`src/rtl/tts_pkg.sv`:
```
// ----------------------------------------------------------------------------
// tts_pkg
// Shared types and constants for the tick task scheduler table.
// ----------------------------------------------------------------------------
package tts_pkg;

    localparam int TASK_SLOTS = 16;
    localparam int IDX_W      = (TASK_SLOTS > 1) ? $clog2(TASK_SLOTS) : 1;
    localparam int CNT_W      = $clog2(TASK_SLOTS + 1);
    localparam int CMP_W      = (CNT_W > 4) ? CNT_W : 4;

    localparam logic [CNT_W-1:0] SLOTS_CNT = CNT_W'(TASK_SLOTS);
    localparam logic [15:0]      PEND_MAX  = 16'hFFFF;

    localparam logic [2:0] CMD_ADD      = 3'd0;
    localparam logic [2:0] CMD_TICK     = 3'd1;
    localparam logic [2:0] CMD_DISPATCH = 3'd2;
    localparam logic [2:0] CMD_DELETE   = 3'd3;
    localparam logic [2:0] CMD_CLEAR    = 3'd4;

    localparam logic [1:0] ERR_NORMAL   = 2'd0;
    localparam logic [1:0] ERR_TOO_MANY = 2'd1;
    localparam logic [1:0] ERR_NO_TASK  = 2'd2;

    typedef struct packed {
        logic [7:0]  tag;
        logic [31:0] delay;
        logic [31:0] period;
        logic [15:0] pending;
    } entry_t;

    typedef struct packed {
        logic             we;
        logic [IDX_W-1:0] addr;
        entry_t           data;
    } table_wr_t;

endpackage

```
`src/rtl/tts_table.sv`:
```
// ----------------------------------------------------------------------------
// tts_table
// Task table memory: one write port, one read port, registered read data.
// ----------------------------------------------------------------------------
module tts_table
    import tts_pkg::*;
(
    input  logic             clk,
    input  table_wr_t        wr,
    input  logic [IDX_W-1:0] rd_addr,
    output entry_t           rd_data
);

    entry_t mem [TASK_SLOTS];

    always_ff @(posedge clk)
    begin
        if (wr.we)
        begin
            mem[wr.addr] <= wr.data;
        end
        rd_data <= mem[rd_addr];
    end

endmodule

```
`src/rtl/tick_task_scheduler_table_top.sv`:
```
// ----------------------------------------------------------------------------
// tick_task_scheduler_table_top
// Time-triggered task table: add, tick, dispatch, delete and clear commands.
//
// Command channel: cmd_valid / cmd_stall with the command fields. One command
// is taken at a time; cmd_stall is high while a command is being worked.
// Result channel: res_valid / res_stall. Each command yields one closing beat
// with last set; a dispatch first yields one beat per ready task, in table
// order. status and task_count on every beat hold the values after the whole
// command.
// Add, clear, a rejected delete and unused commands go straight to S_FIN,
// which loads the closing beat. Tick and dispatch walk the held entries
// through the table memory, one entry per cycle, then go to S_FIN; dispatch
// first reads back the buffered tag of each ready task in S_EMIT. A delete
// walks from the removed slot to the end of the held entries.
// The next command is taken while the final beat still waits in the output
// register. A stalled receiver holds the output register and, on dispatch,
// pauses the tag read-back. Reset empties the table, clears the error code
// and sets tick_step to 1; the user must write tick_step only while no
// command runs, and the block itself does not enforce it.
// ----------------------------------------------------------------------------
module tick_task_scheduler_table_top
    import tts_pkg::*;
(
    input  logic        clk,
    input  logic        rst_n,

    input  logic        tick_step_we,
    input  logic [31:0] tick_step_wdata,

    input  logic        cmd_valid,
    output logic        cmd_stall,
    input  logic [2:0]  command,
    input  logic [7:0]  task_tag,
    input  logic [31:0] first_delay,
    input  logic [31:0] period,
    input  logic [3:0]  slot_index,

    output logic        res_valid,
    input  logic        res_stall,
    output logic [1:0]  status,
    output logic        run_valid,
    output logic [7:0]  run_tag,
    output logic [4:0]  task_count,
    output logic        last
);

    typedef enum logic [1:0] {S_IDLE, S_WALK, S_EMIT, S_FIN} state_t;
    typedef enum logic [1:0] {M_TICK, M_DISPATCH, M_DELETE} mode_t;

    state_t           state_reg;
    mode_t            mode_reg;
    logic [31:0]      tick_step_reg;
    logic [CNT_W-1:0] count_reg;
    logic [1:0]       err_reg;
    logic [CNT_W-1:0] issue_reg;
    logic [CNT_W-1:0] wptr_reg;
    logic [IDX_W-1:0] data_idx_reg;
    logic [IDX_W-1:0] del_idx_reg;
    logic             rd_pend_reg;
    logic [CNT_W-1:0] nrun_reg;
    logic [CNT_W-1:0] emit_reg;
    logic             fetch_reg;

    logic             res_valid_reg;
    logic [1:0]       status_reg;
    logic             run_valid_reg;
    logic [7:0]       run_tag_reg;
    logic [CNT_W-1:0] task_count_reg;
    logic             last_reg;

    logic [7:0]       tbuf [TASK_SLOTS];
    logic [7:0]       tbuf_q;

    table_wr_t        wr;
    entry_t           rd_data;
    entry_t           upd;
    logic             keep;
    logic             run_hit;
    logic             accept;
    logic             out_free;
    logic             beat_load;
    logic [CNT_W-1:0] emit_next;
    logic [CNT_W-1:0] slot_cnt;
    logic [CNT_W-1:0] walk_start;

    assign cmd_stall  = (state_reg != S_IDLE);
    assign accept     = cmd_valid && !cmd_stall;
    assign out_free   = !res_valid_reg || !res_stall;
    assign beat_load  = out_free && (((state_reg == S_EMIT) && fetch_reg) ||
                                     (state_reg == S_FIN));
    assign emit_next  = emit_reg + CNT_W'(1);
    assign slot_cnt   = CNT_W'(slot_index);
    assign walk_start = (command == CMD_DELETE) ? slot_cnt : '0;

    tts_table u_table (
        .clk     (clk),
        .wr      (wr),
        .rd_addr (issue_reg[IDX_W-1:0]),
        .rd_data (rd_data)
    );

    always_comb
    begin
        upd     = rd_data;
        keep    = 1'b1;
        run_hit = 1'b0;
        case (mode_reg)
            M_TICK:
            begin
                if (rd_data.delay != 32'd0)
                begin
                    upd.delay = (rd_data.delay > tick_step_reg) ?
                                rd_data.delay - tick_step_reg : 32'd0;
                end
                else
                begin
                    if (rd_data.pending != PEND_MAX)
                    begin
                        upd.pending = rd_data.pending + 16'd1;
                    end
                    if (rd_data.period != 32'd0)
                    begin
                        upd.delay = rd_data.period;
                    end
                end
            end
            M_DISPATCH:
            begin
                if (rd_data.pending != 16'd0)
                begin
                    run_hit     = 1'b1;
                    upd.pending = rd_data.pending - 16'd1;
                    keep        = (rd_data.period != 32'd0);
                end
            end
            M_DELETE:
            begin
                keep = (data_idx_reg != del_idx_reg);
            end
            default:
            begin
                keep = 1'b1;
            end
        endcase
    end

    always_comb
    begin
        wr.we   = 1'b0;
        wr.addr = wptr_reg[IDX_W-1:0];
        wr.data = upd;
        if (accept && (command == CMD_ADD) && (count_reg < SLOTS_CNT))
        begin
            wr.we           = 1'b1;
            wr.addr         = count_reg[IDX_W-1:0];
            wr.data.tag     = task_tag;
            wr.data.delay   = first_delay;
            wr.data.period  = period;
            wr.data.pending = 16'd0;
        end
        else if ((state_reg == S_WALK) && rd_pend_reg && keep)
        begin
            wr.we = 1'b1;
        end
    end

    // dispatched tags wait here until the final count is known
    always_ff @(posedge clk)
    begin
        if ((state_reg == S_WALK) && rd_pend_reg && run_hit)
        begin
            tbuf[nrun_reg[IDX_W-1:0]] <= rd_data.tag;
        end
        tbuf_q <= tbuf[emit_reg[IDX_W-1:0]];
    end

    always_ff @(posedge clk or negedge rst_n)
    begin
        if (!rst_n)
        begin
            state_reg      <= S_IDLE;
            mode_reg       <= M_TICK;
            tick_step_reg  <= 32'd1;
            count_reg      <= '0;
            err_reg        <= ERR_NORMAL;
            issue_reg      <= '0;
            wptr_reg       <= '0;
            data_idx_reg   <= '0;
            del_idx_reg    <= '0;
            rd_pend_reg    <= 1'b0;
            nrun_reg       <= '0;
            emit_reg       <= '0;
            fetch_reg      <= 1'b0;
            res_valid_reg  <= 1'b0;
            status_reg     <= ERR_NORMAL;
            run_valid_reg  <= 1'b0;
            run_tag_reg    <= 8'd0;
            task_count_reg <= '0;
            last_reg       <= 1'b0;
        end
        else
        begin
            if (tick_step_we)
            begin
                tick_step_reg <= tick_step_wdata;
            end

            if (beat_load)
            begin
                res_valid_reg <= 1'b1;
            end
            else if (res_valid_reg && !res_stall)
            begin
                res_valid_reg <= 1'b0;
            end

            case (state_reg)
                S_IDLE:
                begin
                    if (accept)
                    begin
                        issue_reg   <= walk_start;
                        wptr_reg    <= walk_start;
                        nrun_reg    <= '0;
                        rd_pend_reg <= 1'b0;
                        case (command)
                            CMD_ADD:
                            begin
                                if (count_reg < SLOTS_CNT)
                                begin
                                    count_reg <= count_reg + CNT_W'(1);
                                end
                                else
                                begin
                                    err_reg <= ERR_TOO_MANY;
                                end
                                state_reg <= S_FIN;
                            end
                            CMD_TICK:
                            begin
                                mode_reg  <= M_TICK;
                                state_reg <= S_WALK;
                            end
                            CMD_DISPATCH:
                            begin
                                mode_reg  <= M_DISPATCH;
                                state_reg <= S_WALK;
                            end
                            CMD_DELETE:
                            begin
                                if (CMP_W'(slot_index) >= CMP_W'(count_reg))
                                begin
                                    err_reg   <= ERR_NO_TASK;
                                    state_reg <= S_FIN;
                                end
                                else
                                begin
                                    mode_reg    <= M_DELETE;
                                    del_idx_reg <= slot_cnt[IDX_W-1:0];
                                    state_reg   <= S_WALK;
                                end
                            end
                            CMD_CLEAR:
                            begin
                                count_reg <= '0;
                                state_reg <= S_FIN;
                            end
                            default:
                            begin
                                state_reg <= S_FIN;
                            end
                        endcase
                    end
                end

                S_WALK:
                begin
                    if (issue_reg < count_reg)
                    begin
                        issue_reg    <= issue_reg + CNT_W'(1);
                        data_idx_reg <= issue_reg[IDX_W-1:0];
                        rd_pend_reg  <= 1'b1;
                    end
                    else
                    begin
                        rd_pend_reg <= 1'b0;
                    end
                    if (rd_pend_reg)
                    begin
                        if (keep)
                        begin
                            wptr_reg <= wptr_reg + CNT_W'(1);
                        end
                        if (run_hit)
                        begin
                            nrun_reg <= nrun_reg + CNT_W'(1);
                        end
                    end
                    else if (issue_reg == count_reg)
                    begin
                        count_reg <= wptr_reg;
                        emit_reg  <= '0;
                        fetch_reg <= 1'b0;
                        if ((mode_reg == M_DISPATCH) && (nrun_reg != '0))
                        begin
                            state_reg <= S_EMIT;
                        end
                        else
                        begin
                            state_reg <= S_FIN;
                        end
                    end
                end

                S_EMIT:
                begin
                    if (!fetch_reg)
                    begin
                        fetch_reg <= 1'b1;
                    end
                    else if (out_free)
                    begin
                        status_reg     <= err_reg;
                        run_valid_reg  <= 1'b1;
                        run_tag_reg    <= tbuf_q;
                        task_count_reg <= count_reg;
                        last_reg       <= 1'b0;
                        emit_reg       <= emit_next;
                        fetch_reg      <= 1'b0;
                        if (emit_next == nrun_reg)
                        begin
                            state_reg <= S_FIN;
                        end
                    end
                end

                S_FIN:
                begin
                    if (out_free)
                    begin
                        status_reg     <= err_reg;
                        run_valid_reg  <= 1'b0;
                        run_tag_reg    <= 8'd0;
                        task_count_reg <= count_reg;
                        last_reg       <= 1'b1;
                        state_reg      <= S_IDLE;
                    end
                end

                default:
                begin
                    state_reg <= S_IDLE;
                end
            endcase
        end
    end

    assign res_valid  = res_valid_reg;
    assign status     = status_reg;
    assign run_valid  = run_valid_reg;
    assign run_tag    = run_tag_reg;
    assign task_count = 5'(task_count_reg);
    assign last       = last_reg;

endmodule
```
`config.mk`:
```
export PLATFORM = sky130hd
export DESIGN_NAME = tick_task_scheduler_table_top
export DESIGN_NICKNAME = d
export VERILOG_FILES = /design/src/rtl/tts_pkg.sv /design/src/rtl/tts_table.sv /design/src/rtl/tick_task_scheduler_table_top.sv
export SDC_FILE = /design/constraint.sdc
export NUM_CORES = 2
export LEC_CHECK = 0
export ABC_CLOCK_PERIOD_IN_PS = 10300
export BUFFER_PORTS_ARGS = -buffer_cell sky130_fd_sc_hd__buf_2
export CAP_MARGIN = 20
export CORE_MARGIN = 3
export CORE_UTILIZATION = 55
export CTS_CLUSTER_SIZE = 24
export DETAILED_ROUTE_END_ITERATION = 10
export PLACE_DENSITY = 0.69
export SYNTH_ARGS = -nofsm -noshare
export SYNTH_HDL_FRONTEND = slang
export SYNTH_HIERARCHICAL = 1
export SYNTH_SLANG_ARGS = --single-unit
```
`constraint.sdc`:
```
create_clock -name clk -period 10.3 [get_ports clk]
set_input_delay 0 -clock clk [delete_from_list [all_inputs] [get_ports clk]]
set_output_delay 0 -clock clk [all_outputs]
set_load 0.05 [all_outputs]
```
# Yosys cells after proc, flatten, opt, wreduce, memory -nomap -nowiden
# Memory sizes are Yosys's and may differ from the RTL's. A register that Yosys moved wholly into a read port is not among the register bits.
# Cells that the tools add are included.
dict set report totals {
  ramBits 1536
  word_cells 190
  ff_bits 91
  inputBits 116
  output_inout_bits 19
  mem_count 2
}
dict set report classes {
  n_reduce_logical 44
  muxes 83
  eq_ne 29
  add_sub_neg 8
  bitwise_logic 1
  order_cmp 4
}
# name words width read_ports rd_clocked_by_memory_dff write_ports line
set mem_list {}
lappend mem_list {u_table.mem 16 88 1 1 1 tts_table.sv:14} ;# entry_t mem [TASK_SLOTS];
lappend mem_list {tbuf 16 8 1 1 1 tick_task_scheduler_table_top.sv:72} ;# logic [7:0] tbuf [TASK_SLOTS];
# operator count
set op_table {}
lappend op_table {{32-bit 2-to-1 mux} 4}
lappend op_table {{92-bit 2-to-1 mux} 1}
lappend op_table {{5-bit 2-to-1 mux} 17}
lappend op_table {{5-bit case mux with 2 select lines} 7}
lappend op_table {{32-bit nonzero test} 2}
lappend op_table {{16-bit 2-to-1 mux} 3}
lappend op_table {{32-bit greater-than comparator} 1}
lappend op_table {{16-bit case mux with 2 select lines} 1}
lappend op_table {{32-bit subtractor} 1}
lappend op_table {{2-bit 2-to-1 mux} 13}
lappend op_table {{5-bit by 1-bit adder with 5-bit output, second input constant} 5}
lappend op_table {{8-bit 2-to-1 mux} 3}
lappend op_table {{1-bit 2-to-1 mux} 22}
lappend op_table {{2-bit inequality test, second input constant} 10}
lappend op_table {{4-bit AND reduction} 5}
lappend op_table {{16-bit by 1-bit adder with 16-bit output, second input constant} 1}
lappend op_table {{16-bit inequality test, second input constant} 1}
lappend op_table {{8-bit case mux with 2 select lines} 1}
lappend op_table {{16-bit nonzero test} 1}
lappend op_table {{16-bit by 1-bit subtractor with 16-bit output, second input constant} 1}
lappend op_table {{2-bit case mux with 2 select lines} 3}
lappend op_table {{2-bit nonzero test} 6}
lappend op_table {{5-bit equality test} 2}
lappend op_table {{1-bit logical AND} 10}
lappend op_table {{other kinds (29)} 48}

# Logic depth before layout (Yosys ltp)
dict set report logic_depth {
  word_depth 8
  ltp_mapped 13
  depth_no_buf 11
}

# Modules after synthesis
# Netlist, hierarchy kept.
# mod seq_area_each_um2 area_per_inst_um2 cells_per_inst instances
set by_module_without_submodules {}
lappend by_module_without_submodules {tts_table 44042.2 54354.6 2256 1}
lappend by_module_without_submodules {tick_task_scheduler_table_top 6282.3 14197.4 1499 1}

# Least setup slack after synthesis
# No wires, ideal clock.
dict set report synth_path {
  path_kind {reg2reg}
  start {reg state_reg[0]}
  end {mem u_table/mem[0][0] (netlist name), enable pin}
  period_less_slack_ns 8.906
  path_stages_with_launch 11
  slack_ns 1.394
  path_buffers 2
  t_required_ns 9.658
  t_arrival_ns 8.264
  setup_time_ns 0.642
  path_cell_list {dfrtp_1 > inv_1 > ha_1 > nand2_1 > nor2_1 > and3_1 > clkbuf_1 > clkbuf_1 > a21o_1 > or3b_1 > nor3_1}
}
# element line
set synth_lines {}
lappend synth_lines {{start, declared} tick_task_scheduler_table_top.sv:51} ;# state_t state_reg;
lappend synth_lines {{start signal, assigned} tick_task_scheduler_table_top.sv:182} ;# state_reg <= S_IDLE;
lappend synth_lines {{start signal, assigned} tick_task_scheduler_table_top.sv:238} ;# state_reg <= S_FIN;
lappend synth_lines {{start signal, assigned} tick_task_scheduler_table_top.sv:243} ;# state_reg <= S_WALK;
lappend synth_lines {{end, declared} tts_table.sv:14}

==> impl_metrics.csv <==
group,metric,value,unit
floorplanning,die-area,129000,um2
placed_design,hpwl,98900,um
worst_setup_path,crit_top_cell,"buf_4",
worst_setup_path,crit_type,"reg2reg",
grt,grt_pass1_wl,251000,um
synth,yosysWarnings,6,
pwr,max-vdd-ir-drop,0.156,mV
cells_and_area,largest_reg_flops,1408,
floorplanning,coreArea,123000,um2
synth,yosysSeqAreaShare,0.734,
detailed_routing,ant_nets,0,
floorplanning,num_rows,128,
worst_setup_path,endpoint_kind,"register",
cts,cts_tree,"built",
timing,finalSetupViolations,0,
worst_setup_path,worstPathRequired,10.70,ns
worst_setup_path,max_stage_delay,0.88,ns
worst_hold_path,worstHoldEndpoint,"u_table/mem[7][21]",
synth,avgSynthCellArea,18.3,um2
synth,netlist.area_leader.share,0.673,
detailed_routing,drt_iter0_markers,4948,
cells_and_area,nNetsFinal,4320,
worst_setup_path,crit_buf_inv,4,
grt,track_usage,0.264,
synth,synth-edff-count,1536,
synth,synth_area_leader_cell,"edfxtp_1",
worst_setup_path,worstPathCellList,"inv_1 > ha_1 > nand2_1 > nor2_1 > nand3_4 > buf_4 > o21ai_0 > nand2_1 > nor2_4 > buf_4 > buf_4",
job,cap_violations,0,
worst_setup_path,crit_family,"buffers and inverters",
floorplanning,pin_count,135,
detailed_routing,viasPerCell,6.38,
worst_setup_path,reg2regPathDepth,11,
pwr,cellPowerDensity,280,nW/um2
cells_and_area,area_growth,14.9,%
synth,syn_nets,3931,
pwr,p_total,0.0221,W
worst_setup_path,worst-endpoint-arrival,5.90,ns
worst_hold_path,min_path_type,"in2reg",
worst_setup_path,reg2reg_to,"u_table/mem[3][50]",
cts,clk_root_buffer_cell,"clkbuf_16",
floorplanning,start_util,0.558,
synth,synth_seq_cells,1723,
pwr,cellLeakagePower,26.3,nW
timing,fmax,182,MHz
worst_setup_path,r2r_setup_slack,4.81,ns
worst_setup_path,crit_start,"state_reg[0]",
detailed_routing,vias,37700,
grt,overflow,0,
detailed_routing,drc_errors,0,
timing,worst_pin_slew,1.12,ns
worst_setup_path,rr_startpoint,"state_reg[0]",
synth,synthCells,3755,
cells_and_area,drive_gt1_frac,0.221,
timing,fin_tns_setup,0,ns
worst_hold_path,hold_path_depth,3,
timing,period_share,0.533,
timing,skew,0.0386,ns
cts,clk_transition_reported_paths,0.06,ns
synth,synth.distinct_cells,90,
timing,rsz0062_at_grt,"no",
detailed_routing,wl_per_cell,28.6,um
placed_design,portBuffers,134,
timing,period_needed,5.49,ns
timing,relSlewSlack,0.248,
floorplanning,die_w,359,um
worst_hold_path,hp-start,"period[5]",
worst_setup_path,crit_fanout,79,
cts,cts_sinks,1723,
worst_setup_path,crit_path_start_kind,"register",
cts,clock_path_buffers,3,
worst_setup_path,cpMaxStageDelayCell,"o21ai_0",
grt,antenna_found_initial,7,
cells_and_area,largest_register,"u_table/mem",
timing,hold_viol_final,0,
synth,netlist_area,68600,um2
timing,slew_viol_final,0,
cts,cts_inserted_buffers,172,
detailed_routing,firstDrtPassIters,6,
floorplanning,die_h,359,um
synth,synthTopCellsByArea,"edfxtp_1 (67%), mux4_2 (13%), dfrtp_1 (3.3%), dfxtp_1 (2.8%), nand2_1 (2.1%)",
synth,synthArstFlopShare,0.0528,
grt,grt_max_degree,118,
cts,clk_latency,0.80,ns
grt,grt_pass1_vias,37300,
detailed_routing,wl,169000,um
outcome,status,"completed",
placed_design,globalplace.congestion,0.915,
cts,ctsHtreeMaxLevel,4,
synth,ys.flop_type,"edfxtp_1",
-- worst register-to-register path: cells and delay by family, from the launching register on --
family / cells / cell delay, ns
fa+ha+maj: 1 / 0.30
simple gates: 5 / 1.57
compound gates: 1 / 0.90
flops: 1 / 0.42
buf+inv: 4 / 1.88
-- synth_stat cells, types with 27 or more instances --
cell type	count
xor2_1	27
dfrtp_1	90
dfxtp_1	96
nand2_1	383
a22oi_1	189
a21oi_1	87
edfxtp_1	1536
mux4_2	392
buf_2	34
inv_1	72
nor2_1	101
nand3_1	31
clkbuf_1	104
buf_1	31
ha_1	59
o21ai_0	144
nor3_1	44
-- how the worst max path moves through the flow --
stage                              end  slack [ns]  cells past startpoint
floorplan            u_table/mem[0][0]        1.39                     10
global route         u_table/mem[3][6]        4.43                     11
finish              u_table/mem[3][50]        4.81                     11
global placement    u_table/mem[4][37]        4.91                     10
CTS                 u_table/mem[4][70]        4.80                     10
detailed placement  u_table/mem[4][44]        4.82                     10
-- layout make-up --
| cell class | count | area, um2 |
|---|---|---|
| sequential | 1723 | 50300 |
| clock inverter | 81 | 868 |
| tap | 1625 | 2030 |
| fill | 8190 | 44100 |
| timing repair buffer | 414 | 3280 |
| clock buffer | 233 | 4750 |
| antenna | 1 | 2.50 |
| inverter | 72 | 270 |
| multi-input combinational | 1761 | 17200 |
-- placed cells by master (no fill, tap or decap), types with 87 or more instances in the layout --
cell type / n
a21oi_1: 87
dfxtp_1: 96
o21ai_0: 142
dfrtp_1: 87
edfxtp_1: 1536
buf_4: 95
nand2_1: 383
dlygate4sd3_1: 181
mux4_2: 392
buf_2: 133
clkbuf_16: 176
a22oi_1: 189
-- what timing repair did --
| action | CTS | global route |
|---|---|---|
| setup endpoints to repair | 0 | 0 |
| gates resized for setup | 0 | 0 |
| hold buffers | 181 | 1 |
| buffers inserted | 0 | 0 |
| hold endpoints to repair | 983 | 2 |
-- stage by stage --
step	instance area [um2]	cells	utilization	worst slack, ns	hold WS [ns]
final	78700	5910	0.641	4.81	0.0427
after global routing	78700	5909	0.641	4.43	0.0625
after CTS	78700	5898	0.640	4.80	0.00671
after detailed placement	71200	5403	0.580	4.82	0.000145
after global placement	71200	5401	0.580	4.91	-0.00180
after floorplan	68600	3755	-	1.39	-0.296
-- power breakdown --
part	internal, W	leakage (nW)	switching (W)
logic	0.00223	7.76	0.00408
registers	0.00914	15.8	0.000443
clock network	0.00359	2.74	0.00258
-- kinds of logic (layout without fill, tap and decap cells) --
kind of cell | after synthesis | count (layout) | share of synthesized area
multiplexers | 408 | 408 | 0.131
XOR/XNOR | 48 | 48 | 0.00613
AO/OA/AOI/OAI | 577 | 577 | 0.0565
adder cells (fa/ha/maj) | 60 | 60 | 0.0111
other | 0 | 1 | 0
buffers and inverters | 271 | 800 | 0.0179
AND/OR/NAND/NOR | 668 | 668 | 0.0430
flip-flops | 1723 | 1723 | 0.734
-- routing by layer --
| layer | routed length, um | track usage | part of all wire |
|---|---|---|---|
| met5 | 30 | 0 | 0.00018 |
| met2 | 78400 | 0.398 | 0.46 |
| met4 | 3180 | 0.0627 | 0.019 |
| met3 | 18200 | 0.0596 | 0.11 |
| met1 | 69300 | 0.398 | 0.41 |
Note: power is estimated with default switching activity, not from simulation.
